==> src/rtl/gbba_pkg.sv <==
`default_nettype none
// ============================================================================
// gbba_pkg
// Shared types, codes and constants of the group-by bar aggregator.
// ============================================================================
package gbba_pkg;

	localparam int TableDepth = 256;
	localparam int IdxW       = 8;
	localparam int CntW       = 9;
	localparam int MaxColumns = 4;
	localparam int ColW       = 2;
	localparam int QDepth     = 2;

	// Status codes
	localparam logic [2:0] ST_UPDATED = 3'd0;
	localparam logic [2:0] ST_CREATED = 3'd1;
	localparam logic [2:0] ST_FULL    = 3'd2;
	localparam logic [2:0] ST_READ_OK = 3'd3;
	localparam logic [2:0] ST_READ_NO = 3'd4;

	// Column modes
	localparam logic [2:0] MODE_SUM   = 3'd0;
	localparam logic [2:0] MODE_COUNT = 3'd1;
	localparam logic [2:0] MODE_MIN   = 3'd2;
	localparam logic [2:0] MODE_MAX   = 3'd3;
	localparam logic [2:0] MODE_FIRST = 3'd4;
	localparam logic [2:0] MODE_LAST  = 3'd5;

	// Column sources
	localparam logic [1:0] SRC_PRICE  = 2'd1;
	localparam logic [1:0] SRC_VOLUME = 2'd2;

	// Register addresses (byte address / 8)
	localparam logic [1:0] REG_BAR_WIDTH = 2'd0;
	localparam logic [1:0] REG_COL_COUNT = 2'd1;
	localparam logic [1:0] REG_COL_MODES = 2'd2;
	localparam logic [1:0] REG_COL_SRCS  = 2'd3;

	localparam logic [63:0] SIGNED_TOP    = 64'h7FFF_FFFF_FFFF_FFFF;
	localparam logic [63:0] SIGNED_BOTTOM = 64'h8000_0000_0000_0000;

	// Classified item handed from the front end to the back end
	typedef struct packed {
		logic        action;
		logic [31:0] symbol;
		logic [63:0] bar;
		logic [63:0] price;
		logic [63:0] volume;
		logic [7:0]  read_index;
	} job_t;

	typedef struct packed {
		logic [2:0]  status;
		logic [7:0]  entry_index;
		logic [31:0] group_symbol;
		logic [63:0] bar_start;
		logic [63:0] value_zero;
		logic [63:0] value_one;
		logic [63:0] value_two;
		logic [63:0] value_three;
	} result_t;

endpackage
`default_nettype wire

==> src/rtl/gbba_queue.sv <==
`default_nettype none
// ============================================================================
// gbba_queue
// Short FIFO between front end and back end.
// ============================================================================
module gbba_queue (
	input  wire                 clk,
	input  wire                 arst_n,
	input  wire                 wr_valid,
	output logic                wr_ready,
	input  gbba_pkg::job_t      wr_data,
	output logic                rd_valid,
	input  wire                 rd_ready,
	output gbba_pkg::job_t      rd_data
);
	gbba_pkg::job_t slot_q [gbba_pkg::QDepth];
	logic           wp_q;
	logic           rp_q;
	logic [1:0]     cnt_q;

	assign wr_ready = (cnt_q != 2'd2);
	assign rd_valid = (cnt_q != 2'd0);
	assign rd_data  = slot_q[rp_q];

	// Advance pointers on each transaction
	always_ff @(posedge clk or negedge arst_n) begin
		if (!arst_n) begin
			wp_q  <= 1'b0;
			rp_q  <= 1'b0;
			cnt_q <= '0;
		end else begin
			if (wr_valid && wr_ready) begin
				wp_q <= ~wp_q;
			end
			if (rd_valid && rd_ready) begin
				rp_q <= ~rp_q;
			end
			cnt_q <= cnt_q + {1'b0, wr_valid && wr_ready} - {1'b0, rd_valid && rd_ready};
		end
	end

	always_ff @(posedge clk) begin
		if (wr_valid && wr_ready) begin
			slot_q[wp_q] <= wr_data;
		end
	end
endmodule
`default_nettype wire

==> config.mk <==
export PLATFORM = sky130hd
export DESIGN_NAME = gbba_queue
export DESIGN_NICKNAME = d
export VERILOG_FILES = /design/src/rtl/gbba_pkg.sv /design/src/rtl/gbba_queue.sv
export SDC_FILE = /design/constraint.sdc
export NUM_CORES = 1
export LEC_CHECK = 0
export ABC_CLOCK_PERIOD_IN_PS = 29000
export BUFFER_PORTS_ARGS = -buffer_cell sky130_fd_sc_hd__clkbuf_2
export CORE_MARGIN = 5
export CORE_UTILIZATION = 35
export DETAILED_ROUTE_END_ITERATION = 8
export HOLD_SLACK_MARGIN = 0.03
export SLEW_MARGIN = 20
export SYNTH_ARGS = -nofsm -noshare
export SYNTH_HDL_FRONTEND = slang
export SYNTH_SLANG_ARGS = --single-unit
==> constraint.sdc <==
create_clock -name clk -period 29 [get_ports clk]
set_input_delay 5.8 -clock clk [delete_from_list [all_inputs] [get_ports clk]]
set_output_delay 5.8 -clock clk [all_outputs]
set_load 0.1 [all_outputs]
* Word-level counts from Yosys, hierarchy flattened *
Memories as Yosys holds them, arrays and structs flattened.
Cells that the tools add are included.

word-level totals
  register bits after elaboration = 4
  logic and storage cells = 14
  memories kept = 1
  output and inout port bits = 235
  bits of input ports = 237
  RAM bits = 466

cells by class
  bitwise operators = 2
  muxes and demuxes = 2
  equal/unequal tests = 1
  add/subtract/negate cells = 2
  reduce and logical (&&, ||, !) cells = 3

memory list
  memory  depth  width  read ports  clocked after Yosys merged registers in  write ports  line              text
  slot_q  2      233    1           0                                        1            gbba_queue.sv:16  gbba_pkg::job_t slot_q [gbba_pkg::QDepth];

operators with widths
  operator                                       number
  2-bit by 1-bit adder with 2-bit output         1
  1-bit logical AND                              2
  1-bit 2-to-1 mux                               2
  2-bit inequality test (second input constant)  1
  1-bit NOT                                      2
  2-bit nonzero test                             1
  2-bit by 1-bit subtractor with 2-bit output    1

* Longest topological paths before layout *
  depth in word-level cells = 4
  depth in mapped cells = 7

* Worst setup path after synthesis *
OpenSTA, ideal clock, no wires.

  kind = input to register
  start = input port wr_valid
  end = memory slot_q[0][0] (netlist bit), enable pin
  buffers on the path = 0
  data arrival time = 15613 ps
  path slack = 12555 ps
  stages = 2
  path through = nand2_1 -> nor2_1

between the ends
  cells in the longest elaborated chain, start to end = 3

RTL lines
  what                                    line              text
  start: declaration                      gbba_queue.sv:9   input wire wr_valid,
  1-bit logical AND                       gbba_queue.sv:43  if (wr_valid && wr_ready) begin
  1-bit 2-to-1 mux                        gbba_queue.sv:43
  1-bit 2-to-1 mux (implied by the code)  gbba_queue.sv:44  slot_q[wp_q] <= wr_data;
  end: declaration                        gbba_queue.sv:16

No other way between the ends.

==> results.sh <==
export IMPL_vias=8655
export IMPL_path_cells="buf_4 > buf_4 > mux2_2 > clkbuf_2"
export IMPL_hold_depth=1
export IMPL_cap_violations=0
export IMPL_dpl_cell_count=1870
export IMPL_cts_max_path_buffers=3
export IMPL_cts_resized=0
export IMPL_min_from="cnt_q[0]$_DFF_PN0_"
export IMPL_port_buffer_count=471
export IMPL_endpoint_kind="output pin"
export IMPL_skew_ns=0.0143
export IMPL_final_nets=1488
export IMPL_vias_per_cell=4.42
export IMPL_reg2reg_depth=4
export IMPL_cts_setup_buffers=0
export IMPL_timing_rr_end="slot_q[1][154]$_DFFE_PP_"
export IMPL_synth_most_common_cell="edfxtp_1"
export IMPL_ys_async_sr_fraction=0.00851
export IMPL_ioPinCount=472
export IMPL_cts_reportedPaths_clkPinSlew_ns=0.06
export IMPL_hp_class="register to register"
export IMPL_drt_antenna_violating_nets=0
export IMPL_finalSetupTns_ns=0
export IMPL_critPathLaunchType="register"
export IMPL_cts_buffers=49
export IMPL_area_delta_synth_final_pct=26.7
export IMPL_place_area_sq_um=20700
export IMPL_rsz0062_at_grt="false"
export IMPL_grt_pass1_wl_microns=56700
export IMPL_synth_area_leaders="edfxtp_1 79%, mux2_4 14%, mux2_2 4.7%"
export IMPL_crit_slowest_cell="buf_4"
export IMPL_synth_top_area_share=0.792
export IMPL_cts_tree="built"
export IMPL_antenna_found_initial=5
export IMPL_drt_wl_total_microns=38400
export IMPL_post_synth_cell_area_avg_sq_um=23.8
export IMPL_dr_pass1_iters=4
export IMPL_relSlewSlack=0.332
export IMPL_postCtsHoldBufs=0
export IMPL_syn_area_sq_um=17700
export IMPL_tightestPinTransition_ns=1.00
export IMPL_wl_met3_microns=2620
export IMPL_crit_top_cell="buf_4"
export IMPL_wl_met2_microns=19400
export IMPL_critical_path_max_stage_delay_ns=0.84
export IMPL_clock_latency_ns=0.57
export IMPL_min_period_ns=9.53
export IMPL_hold_viol=0
export IMPL_cts_root_buffer="clkbuf_16"
export IMPL_reg2reg_from="cnt_q[1]$_DFF_PN0_"
export IMPL_num_fill_cells=4442
export IMPL_grt_pass1_vias=9192
export IMPL_yosys_top_cells_count="466 x edfxtp_1, 160 x mux2_4, 73 x mux2_2"
export IMPL_die_h_microns=235
export IMPL_overflow=0
export IMPL_drc=0
export IMPL_ys_ff_latch=470
export IMPL_drv_slew=0
export IMPL_period_share=0.329
export IMPL_die_width_microns=235
export IMPL_cts_sinks=470
export IMPL_initialDrtViolationCount=425
export IMPL_ys_flop_type="edfxtp_1"
export IMPL_stdcell_area_sq_um=22400
export IMPL_cp_arrival_ns=3.73
export IMPL_grt_max_degree=70
export IMPL_highest_layer="met4"
export IMPL_required_ns=23.20
export IMPL_gp_congestion=0.772
export IMPL_die_area_sq_um=55100
export IMPL_syn_num_nets=981
export IMPL_coreArea_sq_um=50100
export IMPL_hold_worst_slack_ns=0.523
export IMPL_synth_top_area_cell="edfxtp_1"
export IMPL_regArea_sq_um=14100
export IMPL_multi_input_area_sq_um=3330
export IMPL_critPathKind="register to output pin"
export IMPL_ys_seq_area_frac=0.798
export IMPL_start_util=0.353
export IMPL_worstHoldEndpoint="cnt_q[0]$_DFF_PN0_"
export IMPL_reg2reg_slack_ns=25.80
export IMPL_synthCells=742
export IMPL_m1WireLength_microns=15300
export IMPL_status="finished, final reports clean"
export IMPL_dpl_hpwl_microns=26400
export IMPL_avgRoutedWirePerCell_microns=19.6
export IMPL_ys_warnings_count=0
export IMPL_setup_viol_count_final=0
export IMPL_drive_above_1_share=0.614
export IMPL_layout_cells_non_filler=1960
export IMPL_synth_distinct_cells=16
export IMPL_grt_usage=0.132
export IMPL_fmax_ghz=0.105
export IMPL_cts_max_level=2
export IMPL_rows=82
export IMPL_crit_fanout=61
export IMPL_synth_enable_flop_cells=466
-- through the flow --
stage | util | setup slack (ns)
6_report | 0.447 | 19.47
5_1_grt | 0.447 | 19.27
4_1_cts | 0.447 | 19.38
3_5_place_dp | 0.414 | 20.02
3_3_place_gp | 0.414 | 20.04
2_1_floorplan | - | 12.56
-- cells in the final DEF (no fill, tap or decap) --
cell | netlist | routed
clkbuf_2 | 0 | 471
edfxtp_1 | 466 | 466
mux2_4 | 160 | 160
mux2_2 | 73 | 73
clkbuf_16 | 0 | 51
buf_4 | 0 | 11
bufinv_16 | 0 | 8
clkbuf_1 | 0 | 8
clkinv_1 | 0 | 8
diode_2 | 0 | 4
clkinv_2 | 0 | 4
clkinvlp_4 | 0 | 4
xnor2_1 | 3 | 3
inv_6 | 0 | 3
dfrtp_1 | 4 | 3
ha_1 | 2 | 2
or2_2 | 1 | 1
and2_1 | 1 | 1
nand2b_1 | 1 | 1
nand2_1 | 1 | 1
inv_1 | 1 | 1
and3_4 | 0 | 1
nor2_4 | 0 | 1
xor2_1 | 1 | 1
dfrtp_4 | 0 | 1
-- critical path, delay by kind of cell, from the launching register on --
kind / cells / cell delay [ns]
DFF: 1 / 0.58
muxes: 1 / 0.41
buffers and inverters: 3 / 2.01
-- area by class of cell --
cell class	instances	share of cell area
well taps	672	0.0376
repair buffers	482	0.109
flip-flops and latches	470	0.630
clock inverters	27	0.0155
multi-input cells	245	0.149
diodes	4	0.000447
inverters	1	0.000168
clock buffers	59	0.0584
-- state kept, by name, summed over array words and instances (netlist names) --
signal,flops
slot_q,466
rp_q,1
cnt_q,2
wp_q,1
-- cells by family after synthesis --
logic type | synth area share
xor+xnor | 0.00198
simple gates | 0.00184
flops | 0.798
mux | 0.183
buf+inv | 0.0143
fa+ha+maj | 0.00142
-- how the worst max path moves through the flow --
stage	end	startpoint	slack (ns)
floorplan	slot_q[0][0]$_DFFE_PP_	wr_valid	12.56
global placement	rd_data[220]	rp_q$_DFFE_PN0P_	20.04
detailed placement	rd_data[2]	rp_q$_DFFE_PN0P_	20.02
CTS	rd_data[2]	rp_q$_DFFE_PN0P_	19.38
global route	rd_data[2]	rp_q$_DFFE_PN0P_	19.27
finish	rd_data[2]	rp_q$_DFFE_PN0P_	19.47
-- per-layer routing --
layer	track usage	vias up
met5	0	-
met4	0.0449	0
met3	0.0441	67
met2	0.227	293
met1	0.157	4307
li1	-	3988
Power is left out: the tool's default activity adds up to more than one toggle a clock period on the data nets, which glitch-free logic cannot reach.
