--- src/rtl/gbba_pkg.sv ---
`default_nettype none
// ============================================================================
// gbba_pkg
// Shared types, codes and constants of the group-by bar aggregator.
// ============================================================================
package gbba_pkg;

	localparam int TableDepth = 256;
	localparam int IdxW       = 8;
	localparam int CntW       = 9;
	localparam int MaxColumns = 4;
	localparam int ColW       = 2;
	localparam int QDepth     = 2;

	// Status codes
	localparam logic [2:0] ST_UPDATED = 3'd0;
	localparam logic [2:0] ST_CREATED = 3'd1;
	localparam logic [2:0] ST_FULL    = 3'd2;
	localparam logic [2:0] ST_READ_OK = 3'd3;
	localparam logic [2:0] ST_READ_NO = 3'd4;

	// Column modes
	localparam logic [2:0] MODE_SUM   = 3'd0;
	localparam logic [2:0] MODE_COUNT = 3'd1;
	localparam logic [2:0] MODE_MIN   = 3'd2;
	localparam logic [2:0] MODE_MAX   = 3'd3;
	localparam logic [2:0] MODE_FIRST = 3'd4;
	localparam logic [2:0] MODE_LAST  = 3'd5;

	// Column sources
	localparam logic [1:0] SRC_PRICE  = 2'd1;
	localparam logic [1:0] SRC_VOLUME = 2'd2;

	// Register addresses (byte address / 8)
	localparam logic [1:0] REG_BAR_WIDTH = 2'd0;
	localparam logic [1:0] REG_COL_COUNT = 2'd1;
	localparam logic [1:0] REG_COL_MODES = 2'd2;
	localparam logic [1:0] REG_COL_SRCS  = 2'd3;

	localparam logic [63:0] SIGNED_TOP    = 64'h7FFF_FFFF_FFFF_FFFF;
	localparam logic [63:0] SIGNED_BOTTOM = 64'h8000_0000_0000_0000;

	// Classified item handed from the front end to the back end
	typedef struct packed {
		logic        action;
		logic [31:0] symbol;
		logic [63:0] bar;
		logic [63:0] price;
		logic [63:0] volume;
		logic [7:0]  read_index;
	} job_t;

	typedef struct packed {
		logic [2:0]  status;
		logic [7:0]  entry_index;
		logic [31:0] group_symbol;
		logic [63:0] bar_start;
		logic [63:0] value_zero;
		logic [63:0] value_one;
		logic [63:0] value_two;
		logic [63:0] value_three;
	} result_t;

endpackage
`default_nettype wire

--- src/rtl/gbba_front.sv ---
`default_nettype none
// ============================================================================
// gbba_front
// Accepts items and computes the bar start with a restoring divider.
// ============================================================================
module gbba_front (
	input  wire                  clk,
	input  wire                  arst_n,
	input  wire                  in_valid,
	output logic                 in_ready,
	input  wire                  in_action,
	input  wire  [31:0]          in_symbol,
	input  wire  [63:0]          in_timestamp,
	input  wire  [63:0]          in_price,
	input  wire  [63:0]          in_volume,
	input  wire  [7:0]           in_read_index,
	input  wire  [62:0]          bar_width,
	output logic                 job_valid,
	input  wire                  job_ready,
	output gbba_pkg::job_t       job
);
	localparam logic [1:0] F_IDLE = 2'd0;
	localparam logic [1:0] F_DIV  = 2'd1;
	localparam logic [1:0] F_MUL  = 2'd2;
	localparam logic [1:0] F_OUT  = 2'd3;

	logic [1:0]     state_q;
	gbba_pkg::job_t job_q;
	logic [63:0]    quo_q;
	logic [63:0]    rem_q;
	logic [6:0]     step_q;
	logic           neg_q;
	logic [5:0]     mstep_q;
	logic [63:0]    prod_q;
	logic [63:0]    mq_q;
	logic [63:0]    abs_ts;
	logic [64:0]    trial;
	logic [63:0]    width64;

	assign width64  = {1'b0, bar_width};
	assign abs_ts   = in_timestamp[63] ? (~in_timestamp + 64'd1) : in_timestamp;
	assign trial    = {rem_q, quo_q[63]} - {1'b0, width64};
	assign in_ready = (state_q == F_IDLE);
	// Hold the transaction back while the bar start lands
	assign job_valid = (state_q == F_OUT) && (mstep_q != 6'd33);
	assign job      = job_q;

	// Sequence: divide one bit a cycle, multiply back one bit pair a cycle
	always_ff @(posedge clk or negedge arst_n) begin
		if (!arst_n) begin
			state_q <= F_IDLE;
			step_q  <= '0;
			mstep_q <= '0;
		end else begin
			unique case (state_q)
				F_IDLE: begin
					if (in_valid) begin
						job_q.action     <= in_action;
						job_q.symbol     <= in_symbol;
						job_q.price      <= in_price;
						job_q.volume     <= in_volume;
						job_q.read_index <= in_read_index;
						job_q.bar        <= '0;
						quo_q  <= abs_ts;
						rem_q  <= '0;
						neg_q  <= in_timestamp[63];
						step_q <= '0;
						if (in_action || bar_width == '0) begin
							state_q <= F_OUT;
						end else begin
							state_q <= F_DIV;
						end
					end
				end
				F_DIV: begin
					if (!trial[64]) begin
						rem_q <= trial[63:0];
						quo_q <= {quo_q[62:0], 1'b1};
					end else begin
						rem_q <= {rem_q[62:0], quo_q[63]};
						quo_q <= {quo_q[62:0], 1'b0};
					end
					step_q <= step_q + 7'd1;
					if (step_q == 7'd63) begin
						state_q <= F_MUL;
						mstep_q <= '0;
						prod_q  <= '0;
					end
				end
				F_MUL: begin
					// Shift-add: quotient times width, MSB first, two bits a cycle
					if (mstep_q == 6'd0) begin
						mq_q    <= quo_q;
						prod_q  <= '0;
						mstep_q <= 6'd1;
					end else begin
						prod_q <= (prod_q << 2)
							+ (mq_q[63] ? (width64 << 1) : 64'd0)
							+ (mq_q[62] ? width64 : 64'd0);
						mq_q   <= mq_q << 2;
						mstep_q <= mstep_q + 6'd1;
						if (mstep_q == 6'd32) begin
							state_q <= F_OUT;
						end
					end
				end
				F_OUT: begin
					if (mstep_q == 6'd33) begin
						job_q.bar <= neg_q ? (~prod_q + 64'd1) : prod_q;
						mstep_q   <= '0;
					end else if (job_ready) begin
						state_q <= F_IDLE;
					end
				end
				default: state_q <= F_IDLE;
			endcase
		end
	end
endmodule
`default_nettype wire

--- config.mk ---
export PLATFORM = sky130hd
export DESIGN_NAME = gbba_front
export DESIGN_NICKNAME = d
export VERILOG_FILES = /design/src/rtl/gbba_pkg.sv /design/src/rtl/gbba_front.sv
export SDC_FILE = /design/constraint.sdc
export NUM_CORES = 1
export LEC_CHECK = 0
export ABC_AREA = 0
export BUFFER_PORTS_ARGS = -buffer_cell sky130_fd_sc_hd__clkbuf_2
export CELL_PAD_IN_SITES_DETAIL_PLACEMENT = 0
export CELL_PAD_IN_SITES_GLOBAL_PLACEMENT = 2
export CORE_MARGIN = 2
export CORE_UTILIZATION = 37
export DETAILED_ROUTE_END_ITERATION = 12
export MAX_ROUTING_LAYER = met4
export PLACE_DENSITY_LB_ADDON = 0.05
export SLEW_MARGIN = 20
export SYNTH_ARGS = -nofsm -noshare
export SYNTH_HDL_FRONTEND = slang
export SYNTH_SLANG_ARGS = --single-unit
--- constraint.sdc ---
create_clock -name clk -period 14.31 [get_ports clk]
set_clock_uncertainty 0.1 [all_clocks]
set_input_delay 0 -clock clk [delete_from_list [all_inputs] [get_ports clk]]
set_output_delay 0 -clock clk [all_outputs]
set_load 0.05 [all_outputs]
Word-level counts from Yosys, hierarchy flattened
Index checks and enable logic that the tools add are counted.
Word-level totals
  register bits after elaboration: 505
  input port bits: 300
  output and inout bits: 235
  logic and storage cells: 86
Cells by class
  $add $sub $neg: 7
  equality and inequality tests: 14
  mux-type cells: 31
  bitwise gates (word level): 2
  reductions and logical operators: 17
Operator list (number)
  2-to-1 mux 64 bit: 10
  case mux 64 bit (2 select lines): 4
  2-to-1 mux 200 bit: 1
  adder 64 x 1 -> 64 bit, second input constant: 2
  NOT 64 bit: 2
  subtractor 65 x 63 -> 65 bit: 1
  adder 64 x 63 -> 64 bit: 1
  adder 64 bit: 1
  logical NOT 63 bit: 1
  2-to-1 mux 63 bit: 1
  2-to-1 mux 6 bit: 3
  case mux 6 bit (3 select lines): 1
  2-to-1 mux 2 bit: 7
  case mux 7 bit (2 select lines): 1
  equality test 6 bit, second input constant: 2
  inequality test 2 bit, second input constant: 6
  AND reduction 3 bit: 4
  case mux 2 bit (4 select lines): 1
  adder 7 x 1 -> 7 bit, second input constant: 1
  equality test 7 x 6 -> 1 bit, second input constant: 1
  2-to-1 mux 7 bit: 1
  adder 6 x 1 -> 6 bit, second input constant: 1
  logical NOT 6 bit: 1
  inequality test 6 bit, second input constant: 1
  12 further kinds: 16

Longest topological paths before layout
Gate-level depths: netlist of run 1.
  word-level depth: 5
  depth in mapped cells: 16
  mapped depth without buffers: 14

Worst setup path after synthesis of run 1
OpenSTA, ideal clock, no wires.
  path kind: register to register
  start point: register state_q[0]
  end point: register quo_q[0], enable pin
  library setup time: 812 ps
  arrival: 10363 ps
  data required time: 13398 ps
  setup slack: 3034 ps
  cell stages (with the launch flop): 5
  path buffers: 0
  period minus slack after synthesis: 11276 ps
  path through: dfrtp_1 -> inv_1 -> ha_1 -> nand2_1 -> a21boi_0
Between the ends
  cells in the longest elaborated chain, start to end: 3
  elaborated cells on any way between the ends: 5
  those cells by class: eq/ne: 2; reduce/logical: 3
Ends and longest elaborated chain
  start, declared: line gbba_front.sv:27  | logic [1:0] state_q;
  start signal, assigned: line gbba_front.sv:51  | state_q <= F_IDLE;
  start signal, assigned: line gbba_front.sv:69  | state_q <= F_OUT;
  start signal, assigned: line gbba_front.sv:71  | state_q <= F_DIV;
  logical NOT 2 bit *
  via in_ready: line gbba_front.sv:10  | output logic in_ready,
  inequality test 2 bit (no line) / nonzero test 2 bit (equally long branches)
  AND reduction 3 bit (no line) *
  end signal, assigned: line gbba_front.sv:64  | quo_q <= abs_ts;
  end signal, assigned: line gbba_front.sv:78  | quo_q <= {quo_q[62:0], 1'b1};
  end signal, assigned: line gbba_front.sv:81  | quo_q <= {quo_q[62:0], 1'b0};
  end, declared: line gbba_front.sv:29  | logic [63:0] quo_q;
The timed path passes the listed nets; every way through them passes the cells marked *.
A chain may end at the register's enable or synchronous reset.

Final worst setup path of run 1
  start point: register mq_q[63]
  end point: register prod_q[60] (data pin)
Between the ends
  cells in the longest elaborated chain, start to end: 5
Ends and longest elaborated chain
  start, declared: line gbba_front.sv:35  | logic [63:0] mq_q;
  start signal, assigned: line gbba_front.sv:93  | mq_q <= quo_q;
  start signal, assigned: line gbba_front.sv:100  | mq_q <= mq_q << 2;
  2-to-1 mux 64 bit: line gbba_front.sv:98  | + (mq_q[63] ? (width64 << 1) : 64'd0)
  adder 64 bit: line gbba_front.sv:98
  adder 64 x 63 -> 64 bit: line gbba_front.sv:99  | + (mq_q[62] ? width64 : 64'd0);
  2-to-1 mux 64 bit: line gbba_front.sv:92  | if (mstep_q == 6'd0) begin
  case mux 64 bit (2 select lines): line gbba_front.sv:55  | unique case (state_q)
  end signal, assigned: line gbba_front.sv:97  | prod_q <= (prod_q << 2)
  end, declared: line gbba_front.sv:34  | logic [63:0] prod_q;
No other way between the ends.

==> flow_summary.yaml, run 1 <==
routing:
  drc: 0
  wl_per_cell_um: 21.9
  vias: 27200
  first_iter_violations: 1797
  viasPerCell: 5.29
  wl_mm: 112
  firstDrtPassIters: 7
  antenna_left: 0
global_routing:
  grt.total_usage: 0.257
  grt_overflow_total: 0
  grt_pass1_wl_mm: 167
  antenna_found_initial: 9
  grt_pass1_vias: 27500
  grt_start_max_net_pins: 83
critical_path:
  critPathMaxFanout: 63
  max_stage_delay_ps: 620
  worstSetupEndpointType: "flip-flop"
  cp_cell_sequence: "buf_4 > nand2_1 > fa_1 > inv_1 > ha_1 > fa_1 > a211oi_1 > o21ai_0 > a211oi_1 > a21oi_1 > o31ai_1 > o211ai_1 > a21boi_0 > o21ai_0 > mux2i_1"
  path_class: "flip-flop to flip-flop"
  startpoint_type: "flip-flop"
  crit_slowest_cell: "o31ai_1"
  rr_startpoint: "mq_q[63]"
  reg2regPathDepth: 15
  rrSetupSlack_ps: 8840
  cp.required_ps: 14590
  cp.arrival_ps: 5750
  cpLargestDelayFamily: "compound AO/OA/AOI/OAI gates"
  worst-path-buf-inv: 2
  r2r_end: "prod_q[60]"
power_and_ir_drop:
  pwr-share-seq: 0.340
  powerDensity_nw_per_um2: 134
  pwr-share-clk: 0.291
  p_int_mw: 3.60
  p_sw_mw: 1.98
  p_sw_frac: 0.355
  total_leakage_power_nw: 16.6
  p_comb_frac: 0.369
  total_power_mw: 5.57
  peakVddDrop_v: 0.000181
synthesis:
  synth_area_sq_um: 31400
  synthArstFlopShare: 0.0297
  ys_seq_elements: 505
  synthTopCellsByCount: "edfxtp_1, nand2_1, nor2_1"
  synth.most_common_cell: "edfxtp_1"
  synth_warnings: 0
  synthFlopType: "edfxtp_1"
  avgSynthCellArea_sq_um: 10.4
  synth_seq_area_share: 0.480
  syn_nets: 3522
  ys_top_cells_by_area: "edfxtp_1, ha_1, xor2_1, fa_1, nand2_1"
  yosys.area.top_type_share: 0.468
  netlist_instances: 3024
  synth_top_cell_by_area: "edfxtp_1"
  synth_enable_flop_cells: 490
  ys_types: 76
die:
  die_w_um: 295
  dieArea_sq_um: 87300
  rows: 106
  start_util: 0.375
  core_sq_um: 83800
  io_pins: 535
  die_height_um: 295
final_layout:
  drive_above_1_share: 0.192
  stdcell_count: 5138
  stdcell_area_sq_um: 41700
  nets: 4440
  areaGrowthSynthToFinish_pct: 32.8
worst_hold_path:
  hold_path_class: "input pin to flip-flop"
  holdPathStages: 2
  min_to: "job[97]"
  hp-start: "in_price[25]"
timing:
  slew_viol_final: 0
  setup_ws_ps: 8840
  hold_viol: 0
  max_freq_ghz: 0.183
  finalCritPeriodShare: 0.382
  setup-tns-final_ps: 0
  rsz0062_at_grt: "false"
  setup_viol: 0
  max_slew_margin: 0.276
  tightest_slew_ps: 1090
  timing.final.crit_period_ps: 5470
placed_design:
  placed_area_sq_um: 35200
  hpwlAfterDp_mm: 81.0
  place_inst: 4576
  port_buffers: 534
  dpl_worst_slack_ps: 8850
  gp_congestion: 0.902
cts:
  cts_tree: "yes"
  cts_max_level: 2
  clock_sinks: 505
  ctsLongestPathBuffers: 3
  clock-root-buffer: "clkbuf_16"
  numCtsBuffers: 60
  clk_latency_ps: 640
  post_cts.repair.setup_buffers: 0
  cts.clk_slew.worst_paths_ps: 60
status:
  outcome: "finished clean"
run:
  maxCapViolCount: 0
cells in the final DEF, fill, tap and decap left out, types with 13 or more instances in the layout:
cell and instances:
mux2i_1 13, a211oi_1 20, clkbuf_16 60, nor4_1 24, o21ai_1 14, and3_1 14
o21a_1 27, dlygate4sd3_1 438, nor3_1 43, clkbuf_2 534, or4_1 24, nand2_1 311
o31ai_1 51, nor2_1 223, buf_4 25, or2_2 15, nor2b_1 16, inv_1 120
xnor2_1 63, clkinv_2 15, a21o_1 56, o21ai_0 214, nand3_1 58, o211ai_1 14
o41ai_1 16, a21oi_1 207, ha_1 134, xor2_1 145, edfxtp_1 490, a31oi_1 18
and2_1 146, or3_1 41, fa_1 63, o21bai_1 22, mux2_2 65, dfrtp_1 15
nand4_1 54
cell families after synthesis:
kind of cell,Yosys count,share of synthesized area
buf+inv,263,0.0315
mux,78,0.0274
simple gates,1021,0.160
xor+xnor,208,0.0580
flops,505,0.480
compound gates,751,0.149
fa+ha+maj,198,0.0939
worst max path at each step:
stage,from,end,slack (ps),depth (start not counted)
3_3_place_gp,mq_q[63],prod_q[60],8950,15
4_1_cts,mq_q[63],prod_q[48],8780,15
3_5_place_dp,mq_q[63],prod_q[60],8850,15
2_1_floorplan,state_q[0],quo_q[0],3030,4
6_report,mq_q[63],prod_q[60],8840,15
5_1_grt,mq_q[63],prod_q[60],8310,15
state kept, by name, indices dropped and copies added, names as in the netlist:
name     flops
quo_q       64
prod_q      64
job        233
state_q      2
step_q       7
rem_q       64
mq_q        64
neg_q        1
mstep_q      6
area by class of cell:
class | instances | area (sq um)
Antenna cell | 11 | 27.5
Clock buffer | 65 | 1520
Clock inverter | 48 | 557
Fill cell | 7735 | 42100
Inverter | 122 | 458
Multi-Input combinational cell | 2256 | 15400
Sequential cell | 505 | 15100
Tap cell | 1134 | 1420
Timing Repair Buffer | 997 | 7240
stage by stage:
stage | utilization | hold WS, ps
3_5_place_dp | 0.420 | -104
4_1_cts | 0.497 | 1.80
3_3_place_gp | 0.420 | -109
5_1_grt | 0.498 | 16.5
2_1_floorplan | - | -396
6_report | 0.498 | 42.4
power by group through the flow:
stage               clock (mW)  sequential [mW]  combinational (mW)
floorplan                    0             1.90                1.39
global placement             0             1.92                1.93
detailed placement           0             1.92                1.93
CTS                       1.67             1.90                2.05
global route              1.72             1.91                2.30
finish                    1.62             1.90                2.06
layer usage:
metal,global-route usage,wire length (um)
met1,0.334,49400
met2,0.415,54000
met3,0.0422,5970
met4,0.0739,3010
met5,-,0
timing repair:
item / in CTS / in global routing
setup endpoints to repair: 0 / 0
resized for setup: 0 / 0
hold buffers: 438 / 0
hold endpoints to repair: 279 / 0
Note: power is estimated with default switching activity, not from simulation.
==> inputs of run 2 (changes only) <==
clock period = 5.15 ns   (was 14.31 ns; I/O delays follow)
==> flow_summary.yaml, run 2 (same netlist as run 1, synthesis figures left out) <==
final_layout:
  layout_common_cells: "clkbuf_2, edfxtp_1, dlygate4sd3_1"
  nets: 4450
  final_common_cell: "clkbuf_2"
  stdcell_area_sq_um: 41900
  drive_above_1_share: 0.195
  areaGrowthSynthToFinish_pct: 33.2
  n_fill_cell: 7777
  largest_reg_flops: 233
  multiInputGateArea_sq_um: 15400
  seqCellArea_sq_um: 15100
critical_path:
  cp.arrival_ps: 5100
  reg2regPathDepth: 17
  rr_startpoint: "mq_q[63]"
  critical_path.startpoint: "mq_q[63]"
  critPathMaxFanout: 63
  cp.required_ps: 5440
  startpoint_type: "flip-flop"
  path_class: "flip-flop to flip-flop"
  r2r_end: "prod_q[48]"
  worstSetupEndpointType: "flip-flop"
  rrSetupSlack_ps: 330
  endpoint: "prod_q[48]"
die:
  die_w_um: 295
  core_sq_um: 83800
  rows: 106
  die_height_um: 295
  io_pins: 535
  dieArea_sq_um: 87300
  start_util: 0.375
cts:
  ctsLongestPathBuffers: 3
  clock-root-buffer: "clkbuf_16"
  numCtsBuffers: 58
  clk_latency_ps: 640
  cts_tree: "yes"
  clock_sinks: 505
  cts.clk_slew.worst_paths_ps: 60
  post_cts.repair.setup_buffers: 0
  cts_max_level: 2
routing:
  viasPerCell: 5.30
  drc: 0
  vias: 27200
  wl_mm: 112
  wl_per_cell_um: 21.8
  firstDrtPassIters: 5
  first_iter_violations: 1795
  antenna_left: 0
timing:
  timing.final.crit_period_ps: 4820
  setup_viol: 0
  hold_viol: 0
  finalCritPeriodShare: 0.935
  slew_viol_final: 0
  max_freq_ghz: 0.208
  tightest_slew_ps: 1270
  rsz0062_at_grt: "false"
  setup_ws_ps: 334
  setup-tns-final_ps: 0
  max_slew_margin: 0.147
power_and_ir_drop:
  peakVddDrop_v: 0.000281
  powerDensity_nw_per_um2: 375
  total_leakage_power_nw: 16.7
run:
  maxCapViolCount: 0
placed_design:
  dpl_worst_slack_ps: 346
  placed_area_sq_um: 35500
  gp_congestion: 0.894
  port_buffers: 534
  hpwlAfterDp_mm: 82.2
global_routing:
  grt.total_usage: 0.257
  grt_pass1_wl_mm: 167
  grt_overflow_total: 0
  grt_start_max_net_pins: 92
  grt_pass1_vias: 27600
  antenna_found_initial: 2
status:
  outcome: "finished clean"
worst_hold_path:
  hold_path_class: "input pin to flip-flop"
==> run 2: power breakdown <==
part / switching [mW] / total, mW / internal, mW
sequential: 0.194 / 5.27 / 5.07
clock: 1.83 / 4.52 / 2.69
combinational: 3.49 / 5.91 / 2.42
total: 5.52 / 15.7 / 10.2
==> run 2: critical path, cell delays in order (launching register included) <==
cell	delay, ps
edfxtp_1	380
buf_12	270
nand2_1	120
fa_1	510
inv_1	40
ha_1	220
fa_1	460
a211oi_2	310
o21ai_0	240
a211oi_1	250
a21oi_1	130
o31ai_1	380
buf_4	200
o211ai_1	260
a21boi_0	270
buf_4	150
o21ai_0	100
mux2i_1	150
==> run 2: through the flow <==
step	hold WS, ps	utilization	cells	power (mW)
2_1_floorplan	-396	-	3024	9.15
6_report	38.7	0.499	5138	15.7
4_1_cts	3.42	0.499	5133	15.8
5_1_grt	3.18	0.499	5137	16.7
3_3_place_gp	-114	0.423	4596	10.9
3_5_place_dp	-110	0.423	4596	10.9
==> run 2: how the worst min path moves through the flow <==
| stage | from | end | slack, ps | cells after the start |
|---|---|---|---|---|
| floorplan | arst_n | mstep_q[0] | -400 | 0 |
| detailed placement | arst_n | step_q[2] | -110 | 1 |
| global route | in_price[20] | job[92] | 3 | 2 |
| CTS | in_price[1] | job[73] | 3 | 2 |
| finish | in_volume[10] | job[18] | 40 | 2 |
| global placement | arst_n | step_q[2] | -110 | 1 |
==> run 2: what timing repair did <==
item | 4_1_cts | 5_1_grt
hold buffers | 428 | 1
endpoints found under the setup margin | 0 | 1
hold endpoints to repair | 262 | 1
gates resized for setup | 0 | 1
==> run 2: layer usage <==
| layer | global-route usage | share of wire | wire length (um) | vias up |
|---|---|---|---|---|
| met4 | 0.0624 | 0.024 | 2630 | 0 |
| met2 | 0.424 | 0.48 | 54200 | 720 |
| met5 | - | 0 | 0 | - |
| met3 | 0.0359 | 0.052 | 5850 | 136 |
| li1 | - | - | - | 13000 |
| met1 | 0.335 | 0.44 | 49100 | 13400 |
==> run 2: area by class of cell <==
type	count	share of cell area
Antenna cell	3	0.000179
Clock buffer	67	0.0355
Clock inverter	42	0.0139
Inverter	122	0.0109
Multi-Input combinational cell	2256	0.368
Sequential cell	505	0.361
Tap cell	1134	0.0339
Timing Repair Buffer	1009	0.177
